===== src/rtl/mbrw_pkg.sv =====
// Shared constants, types and a helper function for the macroblock-to-raster writer.
`timescale 1ns / 1ps

package mbrw_pkg;

	localparam int MAX_MB_COLS = 128;
	localparam int MAX_MB_ROWS = 128;

	localparam int COL_W    = $clog2(MAX_MB_COLS);
	localparam int ROW_W    = $clog2(MAX_MB_ROWS);
	localparam int DIM_W    = 8;
	localparam int SAMPLE_W = 16;
	localparam int IDX_W    = 9;
	localparam int ADDR_W   = 22;
	localparam int PIXEL_W  = 8;
	localparam int PLANE_W  = 2;
	localparam int CFG_IDX_W = 2;

	localparam logic [IDX_W-1:0] LUMA_SAMPLES = 9'd256;
	localparam logic [IDX_W-1:0] LAST_IDX     = 9'd383;

	localparam logic [CFG_IDX_W-1:0] REG_FRAME_MB_COLS = 2'd0;
	localparam logic [CFG_IDX_W-1:0] REG_FRAME_MB_ROWS = 2'd1;

	typedef enum logic [PLANE_W-1:0] {
		PLANE_Y = 2'd0,
		PLANE_U = 2'd1,
		PLANE_V = 2'd2
	} plane_t;

	typedef struct packed {
		logic                 we;
		logic [CFG_IDX_W-1:0] index;
		logic [DIM_W-1:0]     data;
	} cfg_wr_t;

	typedef struct packed {
		logic [IDX_W-1:0] idx;
		logic [COL_W-1:0] col;
		logic [ROW_W-1:0] row;
		logic [DIM_W-1:0] cols;
		logic             done;
	} pos_t;

	// Geometry in use: zero counts as one, anything above the maximum as the maximum.
	function automatic logic [DIM_W-1:0] eff_dim(input logic [DIM_W-1:0] v,
			input logic [DIM_W-1:0] maxv);
		logic [DIM_W-1:0] r;
		if (v == '0) begin
			r = DIM_W'(1);
		end else if (v > maxv) begin
			r = maxv;
		end else begin
			r = v;
		end
		return r;
	endfunction

endpackage


===== src/rtl/mbrw_position.sv =====
// Geometry registers and the macroblock position and sample counters.
`timescale 1ns / 1ps

module mbrw_position import mbrw_pkg::*; (
	input  logic    clk,
	input  logic    arst_n,
	input  cfg_wr_t cfg,
	input  logic    step,
	output pos_t    pos
);

	logic [DIM_W-1:0] cols_cfg_q;
	logic [DIM_W-1:0] rows_cfg_q;
	logic [COL_W-1:0] col_q;
	logic [ROW_W-1:0] row_q;
	logic [IDX_W-1:0] idx_q;

	logic [DIM_W-1:0] cols_eff;
	logic [DIM_W-1:0] rows_eff;
	logic [COL_W:0]   col_inc;
	logic [ROW_W:0]   row_inc;
	logic [ROW_W:0]   row_adv;
	logic             wrap_col;
	logic             last_mb;
	logic             last_idx;

	assign cols_eff = eff_dim(cols_cfg_q, DIM_W'(MAX_MB_COLS));
	assign rows_eff = eff_dim(rows_cfg_q, DIM_W'(MAX_MB_ROWS));

	// The edge test is "at or beyond", so a position left outside a shrunken frame still wraps.
	assign col_inc  = {1'b0, col_q} + 1'b1;
	assign row_inc  = {1'b0, row_q} + 1'b1;
	assign wrap_col = col_inc >= cols_eff;
	assign row_adv  = wrap_col ? row_inc : {1'b0, row_q};
	assign last_mb  = row_adv >= rows_eff;
	assign last_idx = idx_q == LAST_IDX;

	always_comb begin
		pos.idx  = idx_q;
		pos.col  = col_q;
		pos.row  = row_q;
		pos.cols = cols_eff;
		pos.done = last_idx && last_mb;
	end

	always_ff @(posedge clk or negedge arst_n) begin
		if (!arst_n) begin
			cols_cfg_q <= DIM_W'(1);
			rows_cfg_q <= DIM_W'(1);
		end else if (cfg.we) begin
			unique case (cfg.index)
				REG_FRAME_MB_COLS: cols_cfg_q <= cfg.data;
				REG_FRAME_MB_ROWS: rows_cfg_q <= cfg.data;
				default: ;
			endcase
		end
	end

	always_ff @(posedge clk or negedge arst_n) begin
		if (!arst_n) begin
			col_q <= '0;
			row_q <= '0;
			idx_q <= '0;
		end else if (step) begin
			if (last_idx) begin
				idx_q <= '0;
				if (last_mb) begin
					col_q <= '0;
					row_q <= '0;
				end else if (wrap_col) begin
					col_q <= '0;
					row_q <= row_inc[ROW_W-1:0];
				end else begin
					col_q <= col_inc[COL_W-1:0];
				end
			end else begin
				idx_q <= idx_q + 1'b1;
			end
		end
	end

endmodule


===== src/rtl/mbrw_addr_gen.sv =====
// Plane select, raster address and pixel clamp for one sample.
`timescale 1ns / 1ps

module mbrw_addr_gen import mbrw_pkg::*; (
	input  pos_t                       pos,
	input  logic signed [SAMPLE_W-1:0] sample,
	output plane_t                     plane,
	output logic [ADDR_W-1:0]          address,
	output logic [PIXEL_W-1:0]         pixel
);

	localparam int YL_W   = ROW_W + 4;
	localparam int XL_W   = COL_W + 4;
	localparam int YC_W   = ROW_W + 3;
	localparam int XC_W   = COL_W + 3;
	localparam int PROD_W = YL_W + DIM_W;
	localparam int SUM_W  = PROD_W + 4;

	logic              luma;
	logic [YL_W-1:0]   y_luma;
	logic [XL_W-1:0]   x_luma;
	logic [YC_W-1:0]   y_chr;
	logic [XC_W-1:0]   x_chr;
	logic [YL_W-1:0]   y_sel;
	logic [PROD_W-1:0] prod;
	logic [SUM_W-1:0]  addr_full;

	assign luma = pos.idx < LUMA_SAMPLES;

	// Luma blocks sit two by two; bit 7 picks the lower pair, bit 6 the right one.
	assign y_luma = {pos.row, pos.idx[7], pos.idx[5:3]};
	assign x_luma = {pos.col, pos.idx[6], pos.idx[2:0]};
	assign y_chr  = {pos.row, pos.idx[5:3]};
	assign x_chr  = {pos.col, pos.idx[2:0]};

	// A luma row is cols*16 bytes and a chroma row cols*8, so one multiply by cols serves both.
	assign y_sel = luma ? y_luma : {1'b0, y_chr};
	assign prod  = y_sel * pos.cols;

	always_comb begin
		if (luma) begin
			addr_full = {prod, 4'b0} + SUM_W'(x_luma);
		end else begin
			addr_full = {1'b0, prod, 3'b0} + SUM_W'(x_chr);
		end
	end

	assign address = addr_full[ADDR_W-1:0];

	always_comb begin
		if (luma) begin
			plane = PLANE_Y;
		end else if (pos.idx[6]) begin
			plane = PLANE_V;
		end else begin
			plane = PLANE_U;
		end
	end

	always_comb begin
		if (sample[SAMPLE_W-1]) begin
			pixel = '0;
		end else if (|sample[SAMPLE_W-2:PIXEL_W]) begin
			pixel = '1;
		end else begin
			pixel = sample[PIXEL_W-1:0];
		end
	end

endmodule


===== src/rtl/macroblock_to_raster_writer.sv =====
// Top level of the 4:2:0 macroblock-to-raster writer.
`timescale 1ns / 1ps

// Takes one signed sample per beat, 384 per macroblock (four 8x8 luma blocks in raster
// order, then U, then V), and gives one frame-buffer write per sample: plane, byte address
// within that plane and the pixel clamped to 0..255; frame_done marks the frame's last write.
// The block sustains one sample per clock. Each beat passes two registers inside: an input
// register that captures the sample with its macroblock position, then the address multiply
// and clamp into the result register. A stalled output holds the pipeline. Geometry written
// on the configuration port applies to the next sample taken and should be written while idle.
module macroblock_to_raster_writer import mbrw_pkg::*; (
	input  logic                       clk,
	input  logic                       arst_n,
	input  logic                       cfg_we,
	input  logic [CFG_IDX_W-1:0]       cfg_index,
	input  logic [DIM_W-1:0]           cfg_data,
	input  logic                       in_valid,
	output logic                       in_ready,
	input  logic signed [SAMPLE_W-1:0] sample,
	output logic                       out_valid,
	input  logic                       out_ready,
	output logic [PLANE_W-1:0]         plane,
	output logic [ADDR_W-1:0]          address,
	output logic [PIXEL_W-1:0]         pixel,
	output logic                       frame_done
);

	cfg_wr_t cfg;
	pos_t    pos;
	pos_t    pos_s1;
	plane_t  plane_c;
	logic [ADDR_W-1:0]  address_c;
	logic [PIXEL_W-1:0] pixel_c;

	logic signed [SAMPLE_W-1:0] sample_s1;
	logic                       valid_s1;
	plane_t                     plane_s2;
	logic [ADDR_W-1:0]          address_s2;
	logic [PIXEL_W-1:0]         pixel_s2;
	logic                       done_s2;
	logic                       valid_s2;

	logic advance;
	logic in_fire;

	assign cfg.we    = cfg_we;
	assign cfg.index = cfg_index;
	assign cfg.data  = cfg_data;

	// The result register moves on when it is empty or being taken; the input register may
	// still fill while it is empty.
	assign advance  = !valid_s2 || out_ready;
	assign in_ready = advance || !valid_s1;
	assign in_fire  = in_valid && in_ready;

	mbrw_position u_position (
		.clk    (clk),
		.arst_n (arst_n),
		.cfg    (cfg),
		.step   (in_fire),
		.pos    (pos)
	);

	mbrw_addr_gen u_addr_gen (
		.pos     (pos_s1),
		.sample  (sample_s1),
		.plane   (plane_c),
		.address (address_c),
		.pixel   (pixel_c)
	);

	always_ff @(posedge clk or negedge arst_n) begin
		if (!arst_n) begin
			valid_s1 <= 1'b0;
			valid_s2 <= 1'b0;
		end else begin
			if (in_fire) begin
				valid_s1 <= 1'b1;
			end else if (advance) begin
				valid_s1 <= 1'b0;
			end
			if (advance) begin
				valid_s2 <= valid_s1;
			end
		end
	end

	always_ff @(posedge clk) begin
		if (in_fire) begin
			sample_s1 <= sample;
			pos_s1    <= pos;
		end
		if (advance) begin
			plane_s2   <= plane_c;
			address_s2 <= address_c;
			pixel_s2   <= pixel_c;
			done_s2    <= pos_s1.done;
		end
	end

	assign out_valid  = valid_s2;
	assign plane      = plane_s2;
	assign address    = address_s2;
	assign pixel      = pixel_s2;
	assign frame_done = done_s2;

	// The frame always ends on the last V sample of a macroblock.
	assert property (@(posedge clk) disable iff (!arst_n)
		out_valid && frame_done |-> plane == PLANE_V)
	else $error("frame end flagged on a sample that is not the last V sample");

	// Input back-pressure only ever comes from a full pipeline facing a stalled output.
	assert property (@(posedge clk) disable iff (!arst_n)
		!in_ready |-> valid_s1 && out_valid && !out_ready)
	else $error("input stalled while the pipeline had room");

	// The sample counter never leaves the macroblock.
	assert property (@(posedge clk) disable iff (!arst_n)
		pos.idx <= LAST_IDX)
	else $error("sample index ran past the end of the macroblock");

	// An item held in the input register during a stall keeps its position.
	assert property (@(posedge clk) disable iff (!arst_n)
		valid_s1 && !advance |=> $stable(pos_s1))
	else $error("stalled input register changed");

endmodule

===== config.mk =====
export PLATFORM = sky130hd
export DESIGN_NAME = macroblock_to_raster_writer
export DESIGN_NICKNAME = d
export VERILOG_FILES = /design/src/rtl/mbrw_pkg.sv /design/src/rtl/mbrw_position.sv /design/src/rtl/mbrw_addr_gen.sv /design/src/rtl/macroblock_to_raster_writer.sv
export SDC_FILE = /design/constraint.sdc
export NUM_CORES = 1
export LEC_CHECK = 0
export BUFFER_PORTS_ARGS = -buffer_cell sky130_fd_sc_hd__buf_2
export CORE_MARGIN = 5
export CORE_UTILIZATION = 65
export DETAILED_ROUTE_END_ITERATION = 12
export PLACE_DENSITY = 0.85
export REMOVE_ABC_BUFFERS = 1
export SKIP_CTS_REPAIR_TIMING = 1
export SYNTH_ARGS = -nofsm -noshare
export SYNTH_HDL_FRONTEND = slang
export SYNTH_HIERARCHICAL = 1
export SYNTH_SLANG_ARGS = --single-unit

===== constraint.sdc =====
create_clock -name clk -period 14.1 [get_ports clk]
set_input_delay 2.82 -clock clk [delete_from_list [all_inputs] [get_ports clk]]
set_output_delay 2.82 -clock clk [all_outputs]
set_load 0.02 [all_outputs]

==> results.md <==
- Outcome: completed
- Buffers on Ports: 65
- Syn-to-layout area delta: 11.65%
- Fin. Hold Viols: 0
- Global-route wire length before repair: roughly 32000 um
- Setup_tns: 0 ps
- Die ar.: 16530 um^2
- DR vias/cell: 5.874
- Vias in the first global route: 6623
- Max Fclk: 149.2 MHz
- Worst r2r src: pos_s1[31]
- Clock sink count: 122
- CTS tree: yes
- Critical path type: reg -> reg
- Nets: 1067
- Slowest stage delay, CP: 690 ps
- Global Route Usage Sum: roughly a quarter
- Leak Pwr: 4.508 nW
- Synthesis warning total: 6
- CP Capture Type: flip-flop
- CP max-delay cell: mux2i_1
- Power density cells: 258.3 nW/um^2
- Most frequent cell on the critical path: fa_1
- Clock Skews: just over 6 ps
- Antenna Cells: 0
- Reg clk slew, reported paths: 60 ps
- Pre-CTS setup slack: 7517 ps
- Worst hold path class: reg -> reg
- Root Buffer Master: clkbuf_16
- Total core area: 13830 um^2
- Starting density of the core: between 60 and 70%
- Clk pwr share: between 10% and 20%
- Die Y-Extent: around 130 um
- Seq/Total Area, Yosys: 37.86%
- RSZ-0062 raised after global routing: false
- Htree depth: 4
- Drt pass-1 iters: 5
- Remaining DRCs: 0
- Worst Path Buf+Inv: 3
- Io pins: 66
- CP arrival: between 6000 and 7000 ps
- Initial antenna violation count: 0
- Number of max-cap violations: 0
- Share of cells above drive strength 1: 16.25%
- Crit Path Max Fanout: 34
- Worst Hold Slack: around 420 ps
- WL final: around 19000 um
- WP data required: 14240 ps
- Most common cell after layout, fill and taps aside: inv_1
- EDFF count, synth: 81
- Launch point of the worst path: pos_s1[31]
- Worst-Skew Late Latency: roughly 420 ps
- Placed Area: 9579 um^2
- Min-delay src: pos_s1[24]
- Synth cell types: 85
- Chip width: roughly 130 um
- Final setup viols: 0
- Largest net degree at the start of global routing: 61
- Sequential share of power: 20.2%
- Yosys reg bits: 122
- Fill cells: 914
- ANT nets after route: 0
- VDD IR max: 0.0001743 V
- Synth Instances: 858
- Worst slew pin tran: 937.3 ps
- Comb pwr share: 62.6%
- Via Count: 6514
- Worst slew margin: between 30% and 40%
- Startpoint Class: flip-flop
- Most frequent cells in the layout: inv_1 (104), edfxtp_1 (81), nand2_1 (69), buf_2 (65), ha_1 (65)
- Period minus WS final: between 6000 and 7000 ps
- Grt ovf: 0
- Max Buffers Root-to-Sink: 2
- Crit-path leading delay family: adder cells
- Initial DRC count: 343
- Number of core rows: 43
- Sw Ratio: 44.35%
- Sw power: ~1.2 mW
- Hpwl dp: roughly 14000 um
- Final setup margin: roughly 7400 ps
- Syn Area/Cell: between 10 and 15 um^2
- Final instance area: 10200 um^2
- CTS Buf Count: 17
- Async set-reset flop share out of synthesis: 33.61%
- Pins Over Slew Limit: 0
- Internal: between 1 and 1.5 mW
- Cells along the critical path: buf_4, mux2i_1, nor2b_1, fa_1, fa_1, fa_1, inv_1, fa_1, inv_1, ha_1, a21oi_1, o21ai_0, a211oi_2, xor2_1, or4b_1, or3_1, a211oi_2, a211oi_1
- Primary FF master, synth: edfxtp_1
- Post-Syn Area: 9140 um^2
- Period utilization: 47.52%
- DR WL/cell: 17.12 um
- GPL Wtd Cong: 0.8493
[through the flow]
| step | utilization (%) | power, mW | cells |
|---|---|---|---|
| floorplan | - | 1.863 | 830 |
| global placement | 69.28 | 2.111 | 1077 |
| detailed placement | 69.28 | 2.158 | 1077 |
| CTS | 73.76 | 2.640 | 1109 |
| global route | 73.80 | 2.877 | 1109 |
| finish | 73.80 | 2.636 | 1109 |
[power groups by stage]
stage / logic, mW / registers [mW] / clock network (mW)
floorplan: 1.29 / 0.568 / 0
global placement: 1.58 / 0.536 / 0
detailed placement: 1.62 / 0.539 / 0
CTS: 1.65 / 0.534 / 0.459
global route: 1.86 / 0.540 / 0.475
finish: 1.65 / 0.534 / 0.452
[registers in the layout, summed over array words and instances (netlist names)]
| signal | flops |
|---|---|
| plane | 2 |
| address | 22 |
| valid_s1 | 1 |
| out_valid | 1 |
| u_position/row_q | 7 |
| u_position/col_q | 7 |
| u_position/idx_q | 9 |
| pixel | 8 |
| pos_s1 | 32 |
| sample_s1 | 16 |
| u_position/rows_cfg_q | 8 |
| frame_done | 1 |
| u_position/cols_cfg_q | 8 |
[path summary, 6_finish.rpt]
check,to,slack [ps],cells after the start
min in group asynchronous,u_position/idx_q[1],2540,1
max reg2reg,address[20],7400,18
max,address[20],7400,18
min,address[1],420,0
min reg2reg,address[1],420,0
max in group asynchronous,u_position/cols_cfg_q[7],10960,1
[synth_stat cells (3+ instances only)]
library cell / number / share of area (%)
inv_1: 104 / 4.3
edfxtp_1: 81 / 27
nand2_1: 69 / 2.8
ha_1: 65 / 8.9
fa_1: 55 / 12
nor2b_1: 51 / 3.5
dfrtp_1: 39 / 11
a21oi_1: 38 / 2.1
nor2_1: 31 / 1.3
and2_1: 30 / 2.1
xnor2_1: 25 / 2.4
o21ai_0: 21 / 1.1
mux2_2: 20 / 2.5
nand2b_1: 17 / 1.2
clkbuf_1: 15 / 0.62
mux2i_1: 14 / 1.5
nand3_1: 13 / 0.71
xor2_1: 13 / 1.2
and3_1: 8 / 0.55
nor3_1: 8 / 0.44
nor4_1: 8 / 0.55
o211ai_1: 7 / 0.57
nand4_1: 6 / 0.41
o21a_1: 6 / 0.49
a211oi_1: 5 / 0.41
a21o_1: 5 / 0.41
buf_2: 5 / 0.27
o21ai_1: 5 / 0.27
a211oi_2: 4 / 0.55
a31oi_1: 4 / 0.27
buf_1: 4 / 0.16
buf_4: 4 / 0.33
or2_2: 4 / 0.27
nand4b_1: 3 / 0.29
o21ai_2: 3 / 0.29
o21bai_1: 3 / 0.25
o22ai_1: 3 / 0.21
[cells by family (layout without fill, tap and decap cells)]
group	count (synthesis)	after routing	share of synthesized area (%)
simple gates	270	270	16.58
flops	122	122	37.86
fa+ha+maj	120	120	20.94
xor+xnor	39	39	3.819
mux	35	35	4.120
buf+inv	133	204	5.695
compound gates	139	139	10.98
[layer usage]
layer	routed length, um	track usage, %	vias up
li1	-	-	3091
met1	7775	29.55	3174
met2	9759	42.05	201
met3	950	4.981	48
met4	499	9.203	0
met5	0	0	-
[cell type report]
type	count	area [um^2]	area share (%)
clock buffer	20	446.7	4.377
multi-input combinational	603	5165	50.61
inverter	105	394.1	3.862
sequential	122	3461	33.91
timing repair buffer	67	340.3	3.335
tap	180	225.2	2.207
clock inverter	12	172.7	1.692
Note: power is estimated with default switching activity, not from simulation.
